<file path="config.mk">
export PLATFORM = sky130hd
export DESIGN_NAME = quaternion_to_euler_drift
export DESIGN_NICKNAME = d
export VERILOG_FILES = /design/src/rtl/core/q2e_pkg.sv /design/src/rtl/core/q2e_ctrl.sv /design/src/rtl/core/q2e_dp.sv /design/src/rtl/core/quaternion_to_euler_drift.sv
export VERILOG_INCLUDE_DIRS = /design/src /design/src/rtl/core
export SDC_FILE = /design/constraint.sdc
export NUM_CORES = 2
export LEC_CHECK = 0
export BUFFER_PORTS_ARGS = -buffer_cell sky130_fd_sc_hd__buf_2
export CAP_MARGIN = 20
export CELL_PAD_IN_SITES_DETAIL_PLACEMENT = 0
export CELL_PAD_IN_SITES_GLOBAL_PLACEMENT = 1
export CORE_UTILIZATION = 47
export CTS_BUF_LIST = sky130_fd_sc_hd__clkbuf_4 sky130_fd_sc_hd__clkbuf_8 sky130_fd_sc_hd__clkbuf_16
export DETAILED_ROUTE_END_ITERATION = 16
export GPL_ROUTABILITY_DRIVEN = 0
export PLACE_DENSITY = 0.82
export RECOVER_POWER = 100
export SLEW_MARGIN = 20
export SYNTH_ARGS = -nofsm -noshare
export SYNTH_HDL_FRONTEND = slang
export SYNTH_HIERARCHICAL = 1
export SYNTH_MEMORY_MAX_BITS = 65536
export SYNTH_SLANG_ARGS = --single-unit
</file>
<file path="constraint.sdc">
create_clock -name clk -period 12.3 [get_ports clk]
set_clock_uncertainty 0.15 [all_clocks]
set_input_delay 0.615 -clock clk [delete_from_list [all_inputs] [get_ports clk]]
set_output_delay 0.615 -clock clk [all_outputs]
set_load 0.05 [all_outputs]
</file>
<file path="src/rtl/core/quaternion_to_euler_drift_macros.svh">
// Assertion macros for the quaternion to Euler block
`ifndef QUATERNION_TO_EULER_DRIFT_MACROS_SVH
`define QUATERNION_TO_EULER_DRIFT_MACROS_SVH
// Implication checked on every edge outside reset
`define Q2E_ASSERT_IMPL(lbl, ante, cons) \
	lbl: assert property (@(posedge clk) disable iff (!arst_n) (ante) |-> (cons)) \
		else $error("q2e check failed");
// Next-cycle implication
`define Q2E_ASSERT_NEXT(lbl, ante, cons) \
	lbl: assert property (@(posedge clk) disable iff (!arst_n) (ante) |=> (cons)) \
		else $error("q2e check failed");
`endif

</file>
<file path="src/rtl/core/q2e_pkg.sv">
// -----------------------------------------------------------------------------
// q2e_pkg
// Shared constants, types and tables for the quaternion to Euler block.
// -----------------------------------------------------------------------------
`default_nettype none
package q2e_pkg;
	localparam int CordicSteps   = 16;
	localparam int AngleFracBits = 13;
	localparam int StepW         = 5;
	localparam int OpW           = 36;  // CORDIC x/y width
	localparam int ProdW         = 32;  // product width
	localparam int RootW         = 18;  // floor sqrt of up to 2^33
	localparam int SqW           = 34;  // sqrt operand width
	localparam int SqIters       = 17;
	localparam int SqCntW        = 5;

	localparam logic [19:0] DriftReset = 20'd19599;
	localparam logic [31:0] TwoPiQ29   = 32'd3373259426;
	localparam logic signed [OpW-1:0] OneQ28 = OpW'(64'sd268435456);

	// datapath operations, one per sequencer step
	typedef enum logic [3:0] {
		OP_NONE, OP_LOAD, OP_PROD, OP_SUM, OP_SQRT_A, OP_SQRT_B, OP_CORDIC_INIT,
		OP_CORDIC_STEP, OP_CONV, OP_STORE
	} op_t;

	// which atan2 is under way
	typedef enum logic [1:0] {
		ANG_ROLL  = 2'd0,
		ANG_PITCH = 2'd1,
		ANG_YAW   = 2'd2
	} ang_t;

	typedef struct packed {
		op_t              op;
		ang_t             ang;
		logic [2:0]       sub;
		logic [StepW-1:0] step;
	} q2e_cmd_t;

	typedef struct packed {
		logic sqrt_done;
	} q2e_sts_t;

	function automatic logic [31:0] atan_entry(input logic [StepW-1:0] i);
		logic [31:0] r;
		begin
			unique case (i)
				5'd0:  r = 32'h20000000; 5'd1:  r = 32'h12E4051E;
				5'd2:  r = 32'h09FB385B; 5'd3:  r = 32'h051111D4;
				5'd4:  r = 32'h028B0D43; 5'd5:  r = 32'h0145D7E1;
				5'd6:  r = 32'h00A2F61E; 5'd7:  r = 32'h00517C55;
				5'd8:  r = 32'h0028BE53; 5'd9:  r = 32'h00145F2F;
				5'd10: r = 32'h000A2F98; 5'd11: r = 32'h000517CC;
				5'd12: r = 32'h00028BE6; 5'd13: r = 32'h000145F3;
				5'd14: r = 32'h0000A2FA; 5'd15: r = 32'h0000517D;
				5'd16: r = 32'h000028BE; 5'd17: r = 32'h0000145F;
				5'd18: r = 32'h00000A30; 5'd19: r = 32'h00000518;
				5'd20: r = 32'h0000028C; 5'd21: r = 32'h00000146;
				5'd22: r = 32'h000000A3; 5'd23: r = 32'h00000051;
				default: r = 32'h0;
			endcase
			return r;
		end
	endfunction
endpackage
`default_nettype wire

</file>
<file path="src/rtl/core/q2e_ctrl.sv">
// -----------------------------------------------------------------------------
// q2e_ctrl
// Sequencer: issues datapath commands for one item at a time.
// -----------------------------------------------------------------------------
`default_nettype none
module q2e_ctrl import q2e_pkg::*; (
	input  wire logic     clk,
	input  wire logic     arst_n,
	input  wire logic     in_valid,
	output logic          in_stall,
	output logic          out_valid,
	input  wire logic     out_stall,
	input  wire q2e_sts_t sts,
	output q2e_cmd_t      cmd
);
	typedef enum logic [8:0] {
		ST_IDLE  = 9'b000000001,
		ST_PROD  = 9'b000000010,
		ST_SUM   = 9'b000000100,
		ST_SQA   = 9'b000001000,
		ST_SQB   = 9'b000010000,
		ST_CINIT = 9'b000100000,
		ST_CSTEP = 9'b001000000,
		ST_CONV  = 9'b010000000,
		ST_STORE = 9'b100000000
	} state_t;

	state_t state_q;
	logic [2:0] sub_q;
	logic [StepW-1:0] step_q;
	ang_t ang_q;
	logic out_full_q;
	logic accept;
	logic store_en;

	assign in_stall  = (state_q != ST_IDLE);
	assign accept    = in_valid && !in_stall;
	assign out_valid = out_full_q;
	// output register is free, or its item leaves at this edge
	assign store_en  = (state_q == ST_STORE) && (!out_full_q || !out_stall);

	always_comb begin
		cmd.ang  = ang_q;
		cmd.sub  = sub_q;
		cmd.step = step_q;
		unique case (state_q)
			ST_IDLE:  cmd.op = accept ? OP_LOAD : OP_NONE;
			ST_PROD:  cmd.op = OP_PROD;
			ST_SUM:   cmd.op = OP_SUM;
			ST_SQA:   cmd.op = OP_SQRT_A;
			ST_SQB:   cmd.op = OP_SQRT_B;
			ST_CINIT: cmd.op = OP_CORDIC_INIT;
			ST_CSTEP: cmd.op = OP_CORDIC_STEP;
			ST_CONV:  cmd.op = OP_CONV;
			ST_STORE: cmd.op = store_en ? OP_STORE : OP_NONE;
			default:  cmd.op = OP_NONE;
		endcase
	end

	always_ff @(posedge clk or negedge arst_n) begin
		if (!arst_n) begin
			state_q    <= ST_IDLE;
			sub_q      <= '0;
			step_q     <= '0;
			ang_q      <= ANG_ROLL;
			out_full_q <= 1'b0;
		end else begin
			out_full_q <= store_en || (out_full_q && out_stall);
			unique case (state_q)
				ST_IDLE: begin
					if (accept) begin
						state_q <= ST_PROD;
						sub_q   <= '0;
					end
				end
				ST_PROD: begin
					// ten products go through the shared multiplier, two per term
					if (sub_q == 3'd4) begin
						state_q <= ST_SUM;
						sub_q   <= '0;
					end else
						sub_q <= sub_q + 3'd1;
				end
				ST_SUM: begin
					if (sub_q == 3'd4) begin
						state_q <= ST_SQA;
					end else
						sub_q <= sub_q + 3'd1;
				end
				ST_SQA: if (sts.sqrt_done) state_q <= ST_SQB;
				ST_SQB: begin
					if (sts.sqrt_done) begin
						state_q <= ST_CINIT;
						ang_q   <= ANG_ROLL;
					end
				end
				ST_CINIT: begin
					state_q <= ST_CSTEP;
					step_q  <= '0;
				end
				ST_CSTEP: begin
					if (step_q == StepW'(CordicSteps - 1)) begin
						priority if (ang_q == ANG_YAW) state_q <= ST_CONV;
						else begin
							state_q <= ST_CINIT;
							ang_q   <= (ang_q == ANG_ROLL) ? ANG_PITCH : ANG_YAW;
						end
						sub_q <= '0;
					end else
						step_q <= step_q + StepW'(1);
				end
				ST_CONV: begin
					if (sub_q == 3'd2) state_q <= ST_STORE;
					else sub_q <= sub_q + 3'd1;
				end
				ST_STORE: begin
					if (store_en)
						state_q <= ST_IDLE;
				end
				default: state_q <= ST_IDLE;
			endcase
		end
	end
endmodule
`default_nettype wire

</file>
<file path="src/rtl/core/q2e_dp.sv">
// -----------------------------------------------------------------------------
// q2e_dp
// Datapath: shared multiplier, bit-serial square root, shared CORDIC,
// angle conversion and drift accumulator.
// -----------------------------------------------------------------------------
`default_nettype none
module q2e_dp import q2e_pkg::*; (
	input  wire logic               clk,
	input  wire logic               arst_n,
	input  wire q2e_cmd_t           cmd,
	output q2e_sts_t                sts,
	input  wire logic               cfg_valid,
	input  wire logic               cfg_ready,
	input  wire logic [19:0]        cfg_data,
	input  wire logic signed [15:0] qx,
	input  wire logic signed [15:0] qy,
	input  wire logic signed [15:0] qz,
	input  wire logic signed [15:0] qw,
	output logic signed [15:0]      roll,
	output logic signed [14:0]      pitch,
	output logic signed [15:0]      yaw,
	output logic                    pitch_clamped
);
	logic signed [15:0] x_q, y_q, z_q, w_q;
	logic signed [31:0] pa_q [5];   // products a of each term
	logic signed [31:0] pb_q [5];   // products b of each term
	logic signed [OpW-1:0] sinr_q, cosr_q, siny_q, cosy_q, s_q;
	logic clamp_q;
	logic [19:0] dps_q;
	logic [31:0] drift_q;
	logic [RootW-1:0] ra_q, rb_q;

	// operand select for the shared multiplier: a = ma0*ma1, b = mb0*mb1
	logic signed [15:0] ma0, ma1, mb0, mb1;
	always_comb begin
		unique case (cmd.sub)
			3'd0: begin ma0 = w_q; ma1 = x_q; mb0 = y_q; mb1 = z_q; end
			3'd1: begin ma0 = x_q; ma1 = x_q; mb0 = y_q; mb1 = y_q; end
			3'd2: begin ma0 = w_q; ma1 = z_q; mb0 = x_q; mb1 = y_q; end
			3'd3: begin ma0 = y_q; ma1 = y_q; mb0 = z_q; mb1 = z_q; end
			3'd4: begin ma0 = w_q; ma1 = y_q; mb0 = x_q; mb1 = z_q; end
			default: begin ma0 = '0; ma1 = '0; mb0 = '0; mb1 = '0; end
		endcase
	end

	// sums over registered products
	logic signed [OpW-1:0] tsum, tdif;
	always_comb begin
		tsum = OpW'(pa_q[cmd.sub]) + OpW'(pb_q[cmd.sub]);
		tdif = OpW'(pa_q[cmd.sub]) - OpW'(pb_q[cmd.sub]);
	end

	// bit-serial square root: two operand bits in, one root bit out per cycle
	logic [SqW-1:0] sq_rem_q;
	logic [RootW-1:0] sq_root_q;
	logic [SqCntW-1:0] sq_cnt_q;
	logic sq_busy_q;
	logic [SqW-1:0] sq_op;
	logic [RootW+1:0] sq_trial;
	logic [SqW+1:0] sq_rem_sh;
	logic signed [OpW-1:0] sq_base;
	function automatic logic [1:0] sq_op_bits(input logic [SqCntW-1:0] c);
		logic [SqCntW:0] idx;
		begin
			idx = {c, 1'b0};
			return {sq_op[idx+1], sq_op[idx]};
		end
	endfunction
	always_comb begin
		sq_base  = (cmd.op == OP_SQRT_A) ? (OneQ28 + s_q) : (OneQ28 - s_q);
		sq_op    = SqW'(sq_base) << 4;
		sq_rem_sh = {sq_rem_q, sq_op_bits(sq_cnt_q)};
		sq_trial = {sq_root_q, 2'b01};
	end
	assign sts.sqrt_done = sq_busy_q && (sq_cnt_q == '0);

	// CORDIC
	logic signed [OpW-1:0] cx_q, cy_q, dx, dy;
	logic [31:0] cz_q;
	logic signed [OpW-1:0] iy, ix;
	logic [31:0] iz;
	logic [31:0] ang_roll_q, ang_pitch_q, ang_yaw_q;
	always_comb begin
		unique case (cmd.ang)
			ANG_ROLL:  begin iy = sinr_q; ix = cosr_q; end
			ANG_PITCH: begin iy = OpW'(ra_q); ix = OpW'(rb_q); end
			ANG_YAW:   begin iy = siny_q; ix = cosy_q; end
			default:   begin iy = '0; ix = '0; end
		endcase
		iz = 32'h0;
		dx = cx_q >>> cmd.step;
		dy = cy_q >>> cmd.step;
	end

	// conversion to radians
	logic signed [31:0] cv_in;
	logic signed [32:0] pa_ext;
	logic signed [65:0] cv_prod;
	logic signed [65:0] cv_rnd;
	localparam int Sh = 61 - AngleFracBits;
	always_comb begin
		pa_ext = {ang_pitch_q[31], ang_pitch_q};
		if (pa_ext < 0) pa_ext = '0;
		if (pa_ext > 33'sd1073741824) pa_ext = 33'sd1073741824;
		unique case (cmd.sub)
			3'd0: cv_in = $signed(ang_roll_q);
			3'd1: cv_in = 32'(pa_ext * 2 - 33'sd1073741824);
			default: cv_in = $signed(ang_yaw_q - drift_q);
		endcase
		cv_prod = $signed({{34{cv_in[31]}}, cv_in}) * $signed({34'd0, TwoPiQ29});
		cv_rnd  = (cv_prod + (66'sd1 <<< (Sh - 1))) >>> Sh;
	end
	logic signed [15:0] roll_t_q, yaw_t_q;
	logic signed [14:0] pitch_t_q;

	always_ff @(posedge clk or negedge arst_n) begin
		if (!arst_n) begin
			dps_q     <= DriftReset;
			drift_q   <= '0;
			sq_busy_q <= 1'b0;
			sq_cnt_q  <= '0;
		end else begin
			if (cfg_valid && cfg_ready) dps_q <= cfg_data;
			if (cmd.op == OP_STORE) drift_q <= drift_q + 32'(dps_q);
			if ((cmd.op == OP_SQRT_A || cmd.op == OP_SQRT_B)) begin
				if (!sq_busy_q) begin
					sq_busy_q <= 1'b1;
					sq_cnt_q  <= SqCntW'(SqIters - 1);
				end else if (sq_cnt_q == '0)
					sq_busy_q <= 1'b0;
				else
					sq_cnt_q <= sq_cnt_q - SqCntW'(1);
			end
		end
	end

	always_ff @(posedge clk) begin
		unique case (cmd.op)
			OP_LOAD: begin
				x_q <= qx; y_q <= qy; z_q <= qz; w_q <= qw;
			end
			OP_PROD: begin
				pa_q[cmd.sub] <= ma0 * ma1;
				pb_q[cmd.sub] <= mb0 * mb1;
			end
			OP_SUM: begin
				unique case (cmd.sub)
					3'd0: sinr_q <= tsum <<< 1;
					3'd1: cosr_q <= OneQ28 - (tsum <<< 1);
					3'd2: siny_q <= tsum <<< 1;
					3'd3: cosy_q <= OneQ28 - (tsum <<< 1);
					default: begin
						if ((tdif <<< 1) > OneQ28) begin
							s_q <= OneQ28; clamp_q <= 1'b1;
						end else if ((tdif <<< 1) < -OneQ28) begin
							s_q <= -OneQ28; clamp_q <= 1'b1;
						end else begin
							s_q <= tdif <<< 1; clamp_q <= 1'b0;
						end
					end
				endcase
			end
			OP_SQRT_A, OP_SQRT_B: begin
				if (!sq_busy_q) begin
					sq_rem_q  <= '0;
					sq_root_q <= '0;
				end else begin
					if (sq_rem_sh >= (SqW+2)'(sq_trial)) begin
						sq_rem_q  <= SqW'(sq_rem_sh - (SqW+2)'(sq_trial));
						sq_root_q <= {sq_root_q[RootW-2:0], 1'b1};
					end else begin
						sq_rem_q  <= SqW'(sq_rem_sh);
						sq_root_q <= {sq_root_q[RootW-2:0], 1'b0};
					end
					if (sq_cnt_q == '0) begin
						if (sq_rem_sh >= (SqW+2)'(sq_trial)) begin
							if (cmd.op == OP_SQRT_A) ra_q <= {sq_root_q[RootW-2:0], 1'b1};
							else rb_q <= {sq_root_q[RootW-2:0], 1'b1};
						end else begin
							if (cmd.op == OP_SQRT_A) ra_q <= {sq_root_q[RootW-2:0], 1'b0};
							else rb_q <= {sq_root_q[RootW-2:0], 1'b0};
						end
					end
				end
			end
			OP_CORDIC_INIT: begin
				// negative x: rotate by pi first
				if (ix < 0) begin
					cx_q <= -ix; cy_q <= -iy; cz_q <= 32'h80000000;
				end else begin
					cx_q <= ix; cy_q <= iy; cz_q <= iz;
				end
			end
			OP_CORDIC_STEP: begin
				if (cy_q >= 0) begin
					cx_q <= cx_q + dy; cy_q <= cy_q - dx;
					cz_q <= cz_q + atan_entry(cmd.step);
				end else begin
					cx_q <= cx_q - dy; cy_q <= cy_q + dx;
					cz_q <= cz_q - atan_entry(cmd.step);
				end
				if (cmd.step == StepW'(CordicSteps - 1)) begin
					logic [31:0] zf;
					zf = (cy_q >= 0) ? cz_q + atan_entry(cmd.step)
						: cz_q - atan_entry(cmd.step);
					// both operands zero gives angle zero
					if (ix == 0 && iy == 0) zf = '0;
					unique case (cmd.ang)
						ANG_ROLL:  ang_roll_q  <= zf;
						ANG_PITCH: ang_pitch_q <= zf;
						default:   ang_yaw_q   <= zf;
					endcase
				end
			end
			OP_CONV: begin
				unique case (cmd.sub)
					3'd0: roll_t_q <= cv_rnd[15:0];
					3'd1: pitch_t_q <= cv_rnd[14:0];
					default: yaw_t_q <= cv_rnd[15:0];
				endcase
			end
			OP_STORE: begin
				roll <= roll_t_q; pitch <= pitch_t_q; yaw <= yaw_t_q;
				pitch_clamped <= clamp_q;
			end
			default: ;
		endcase
	end
endmodule
`default_nettype wire

</file>
<file path="src/rtl/core/quaternion_to_euler_drift.sv">
// -----------------------------------------------------------------------------
// quaternion_to_euler_drift
// Quaternion to ZYX Euler angles with linear yaw drift correction.
// -----------------------------------------------------------------------------
// One item at a time. After the accepting edge: the product steps (two products
// each), the sum steps, two square roots (a setup and 17 bit-serial iterations
// each), three passes of the one shared CORDIC (a load and 16 steps each), the
// conversion steps and a store. The next item is taken once the result is
// stored. A stalled result holds only the store: the next item is taken and
// computed while the result waits in the output register.
`default_nettype none
`include "quaternion_to_euler_drift_macros.svh"
module quaternion_to_euler_drift import q2e_pkg::*; (
	input  wire logic               clk,
	input  wire logic               arst_n,
	input  wire logic               cfg_valid,
	output logic                    cfg_ready,
	input  wire logic [19:0]        cfg_data,
	input  wire logic               in_valid,
	output logic                    in_stall,
	input  wire logic signed [15:0] qx,
	input  wire logic signed [15:0] qy,
	input  wire logic signed [15:0] qz,
	input  wire logic signed [15:0] qw,
	output logic                    out_valid,
	input  wire logic               out_stall,
	output logic signed [15:0]      roll,
	output logic signed [14:0]      pitch,
	output logic signed [15:0]      yaw,
	output logic                    pitch_clamped
);
	q2e_cmd_t cmd;
	q2e_sts_t sts;

	assign cfg_ready = 1'b1;

	q2e_ctrl u_ctrl (
		.clk, .arst_n, .in_valid, .in_stall, .out_valid, .out_stall, .sts, .cmd
	);

	q2e_dp u_dp (
		.clk, .arst_n, .cmd, .sts, .cfg_valid, .cfg_ready, .cfg_data,
		.qx, .qy, .qz, .qw, .roll, .pitch, .yaw, .pitch_clamped
	);

	`Q2E_ASSERT_NEXT(a_busy_after_accept, in_valid && !in_stall, in_stall)
	`Q2E_ASSERT_IMPL(a_hold_out, out_valid && out_stall && cmd.op == OP_STORE, 1'b0)
	`Q2E_ASSERT_NEXT(a_out_holds, out_valid && out_stall, out_valid && $stable(roll))
endmodule
`default_nettype wire
</file>
==> reports/metrics.cfg <==
[placement]
dp.cells = 12250
dpl-instance-area_um2 = 101400
portBuffers = 138
hpwl_um = 205200
dpl_worst_slack_ns = 0.06100

[sta]
max_freq_mhz = 85.48
final-max-slew-violation-count = 1325
tightest_slew_ns = 4.359
timing.final.crit_share = 0.9511
slew_headroom = -1.906
setup_ws_ns = 0.6011
setup_viol = 0
period_minus_slack_ns = 11.70
hold_viol = 0

[detailed_routing]
drc_errors = 0
routedWlPerCell_um = 20.97
dr.pass1.iters = 6
finalWirelength_um = 263100
ant_nets = 0
drt-initial-drc-count = 5428
vias = 70890
via_per_inst = 5.651

[cts]
clock-sinks = 1009
clkLatencyLatePin_ns = 0.79
clockBufferDepth = 3
cts_buffers = 108
cts-root-buf = clkbuf_16
cts_tree = done
htreeDepth = 3
clk_pin_slew_worst_paths_ns = 0.06

[global_routing]
grt_max_degree = 87
grt_pass1_vias = 73240
antenna_found_initial = 5
grt_pass1_wl_um = 412700
globalRouteTotalUtil = 0.2508
gr-total-overflow = 0

[status]
outcome = finished, violations left
violations = capacitance limit, slew limit

[synth]
syn_inst = 9628
synthFlopType = edfxtp_1
yosys.cell_types.count = 119
syn_area_um2 = 97460
ys_seq_elements = 1009
synthArstFlopShare = 0.07730
synth_edf_count = 931
synth_area_per_cell_um2 = 10.12
ys_seq_area_frac = 0.3070
ys_warn_count = 6

[final_layout]
fin_area_um2 = 105800
layout-area-overhead-vs-synth_pct = 8.531
final_core_util = 0.5150
final_nets = 11570
instances_no_fill = 12550
drive_gt1_frac = 0.06818

[critical_path]
startpoint_type = register
timing.reg2reg.setup_slack_ns = 0.60
critPathMaxFanout = 5
endpoint_kind = register
cp_slowest_cell = or4_1
max_stage_delay_ns = 0.61
rr_startpoint = u_dp/ang_yaw_q[0]$_DFFE_PP_
criticalPathCategory = register to register
r2r_cells = 46
arrival_ns = 12.04
reg2reg_to = u_dp/yaw_t_q[15]$_DFFE_PP_
critPathRequiredTime_ns = 12.64

[floorplanning]
dieWidth_um = 457.4
die-area_um2 = 209200
core-area_um2 = 205400
row_count = 166
ios = 140
initial_utilization = 0.4745
fp.dieH_um = 457.4

[worst_hold_path]
min_path_type = input pin to register
min_path_cells = 3
hold_end = u_ctrl/state_q[1]$_DFFE_PN0P_
hp-start = in_valid

[job]
cap_violations = 32

[synthesized netlist by cell type, types with 87 or more instances]
cell,instances,share of area
inv_1,1487,0.057
fa_1,950,0.20
edfxtp_1,931,0.29
nand2_1,846,0.033
ha_1,774,0.099
nor2_1,744,0.029
a21oi_1,533,0.027
o21ai_0,379,0.019
xnor2_1,374,0.034
clkbuf_1,222,0.0085
xor2_1,192,0.017
mux2i_1,164,0.017
a21o_1,157,0.012
nand3_1,120,0.0062
nor3_1,115,0.0059
nand2b_1,111,0.0071
a22oi_1,101,0.0078
mux2_2,98,0.011
and2_1,90,0.0058
nor2b_1,87,0.0056
[through the flow]
step                      setup TNS, ns  hold slack [ns]
final                                 0          0.07869
after global routing           -0.04614          0.06040
after CTS                             0          0.02437
after detailed placement              0           0.2545
after global placement                0           0.2506
after floorplan                       0           0.1694
[registers in the layout, summed over array words and instances (netlist names), 33 cells and up]
name / cells
u_dp/sinr_q: 33
u_dp/cosy_q: 34
u_dp/pa_q: 160
u_dp/cx_q: 36
u_dp/siny_q: 33
u_dp/pb_q: 160
u_dp/cy_q: 36
u_dp/cosr_q: 34
u_dp/sq_rem_q: 34
[layout make-up]
class | instances | area, µm²
multi-input combinational | 6802 | 60770
sequential | 1009 | 29940
timing repair buffer | 348 | 2265
inverter | 1492 | 5600
tap | 2688 | 3363
fill | 18160 | 99640
clock buffer | 124 | 2829
clock inverter | 81 | 1012
antenna | 1 | 2.502
[routing by layer]
| layer | routed length, µm | track usage | vias to the layer above | part of all wire |
|---|---|---|---|---|
| met5 | 13 | 0 | - | 0.000049 |
| met3 | 14730 | 0.03003 | 510 | 0.056 |
| met2 | 129900 | 0.4414 | 2381 | 0.49 |
| li1 | - | - | 32880 | - |
| met1 | 106900 | 0.3123 | 35110 | 0.41 |
| met4 | 11570 | 0.09920 | 2 | 0.044 |
[worst max-delay path: cells and delay by family (launching register included)]
kind	cells	cell delay [ns]
AND/OR/NAND/NOR	15	3.13
AO/OA/AOI/OAI	9	2.02
flip-flops	1	0.35
adder cells (fa/ha/maj)	11	4.66
buffers and inverters	9	0.66
XOR/XNOR	2	0.43
[cell usage in the layout, fill, tap and decap left out, drive strengths merged, types with 46 or more instances in the layout]
cell	count
nor3	117
xor2	192
nor4	46
nand2	847
mux4	82
and2	91
o21ai	411
edfxtp	931
dfrtp	69
a21o	157
o21a	65
and3	47
nor2b	88
a31oi	55
inv	1499
xnor2	374
clkbuf	225
ha	774
clkinv	46
fa	950
nor2	744
mux2i	165
o21bai	56
buf	161
a22oi	101
nand3	120
mux2	101
a21oi	533
dlygate4sd3	86
nand2b	113
[worst max path at each step]
stage	start	end	slack [ns]	cells after the start
3_3_place_gp	u_dp/ang_yaw_q[0]$_DFFE_PP_	u_dp/roll_t_q[15]$_DFFE_PP_	0.1	45
3_5_place_dp	u_dp/ang_yaw_q[0]$_DFFE_PP_	u_dp/yaw_t_q[15]$_DFFE_PP_	0.06	45
6_report	u_dp/ang_yaw_q[0]$_DFFE_PP_	u_dp/yaw_t_q[15]$_DFFE_PP_	0.60	46
5_1_grt	u_dp/ang_yaw_q[0]$_DFFE_PP_	u_dp/yaw_t_q[15]$_DFFE_PP_	-0.02	43
4_1_cts	u_dp/ang_yaw_q[0]$_DFFE_PP_	u_dp/roll_t_q[15]$_DFFE_PP_	0.008	45
2_1_floorplan	u_dp/drift_q[5]$_DFFE_PN0N_	u_dp/roll_t_q[15]$_DFFE_PP_	0.30	36
[timing repair]
item / CTS / global route
endpoints found under the hold margin: 116 / 0
resized for setup: 0 / 17
endpoints found under the setup margin: 0 / 23
setup buffers: 0 / 1
hold buffers: 86 / 0
[cells by family (layout without fill, tap and decap cells)]
logic type / after synthesis / in the layout / synth area share
and+or+nand+nor: 2427 / 2427 / 0.1149
buffers and inverters: 1818 / 2045 / 0.07143
AOI/OAI and AO/OA: 1733 / 1733 / 0.1127
adders and majority gates: 1724 / 1724 / 0.2945
DFF: 1009 / 1009 / 0.3070
xor gates and xnor gates: 567 / 567 / 0.05109
muxes: 348 / 348 / 0.04838
other: 2 / 4 / 0.00007705
Power is not shown: default switching activity piles up to over one toggle a cycle in this logic, so the estimate is an artifact.
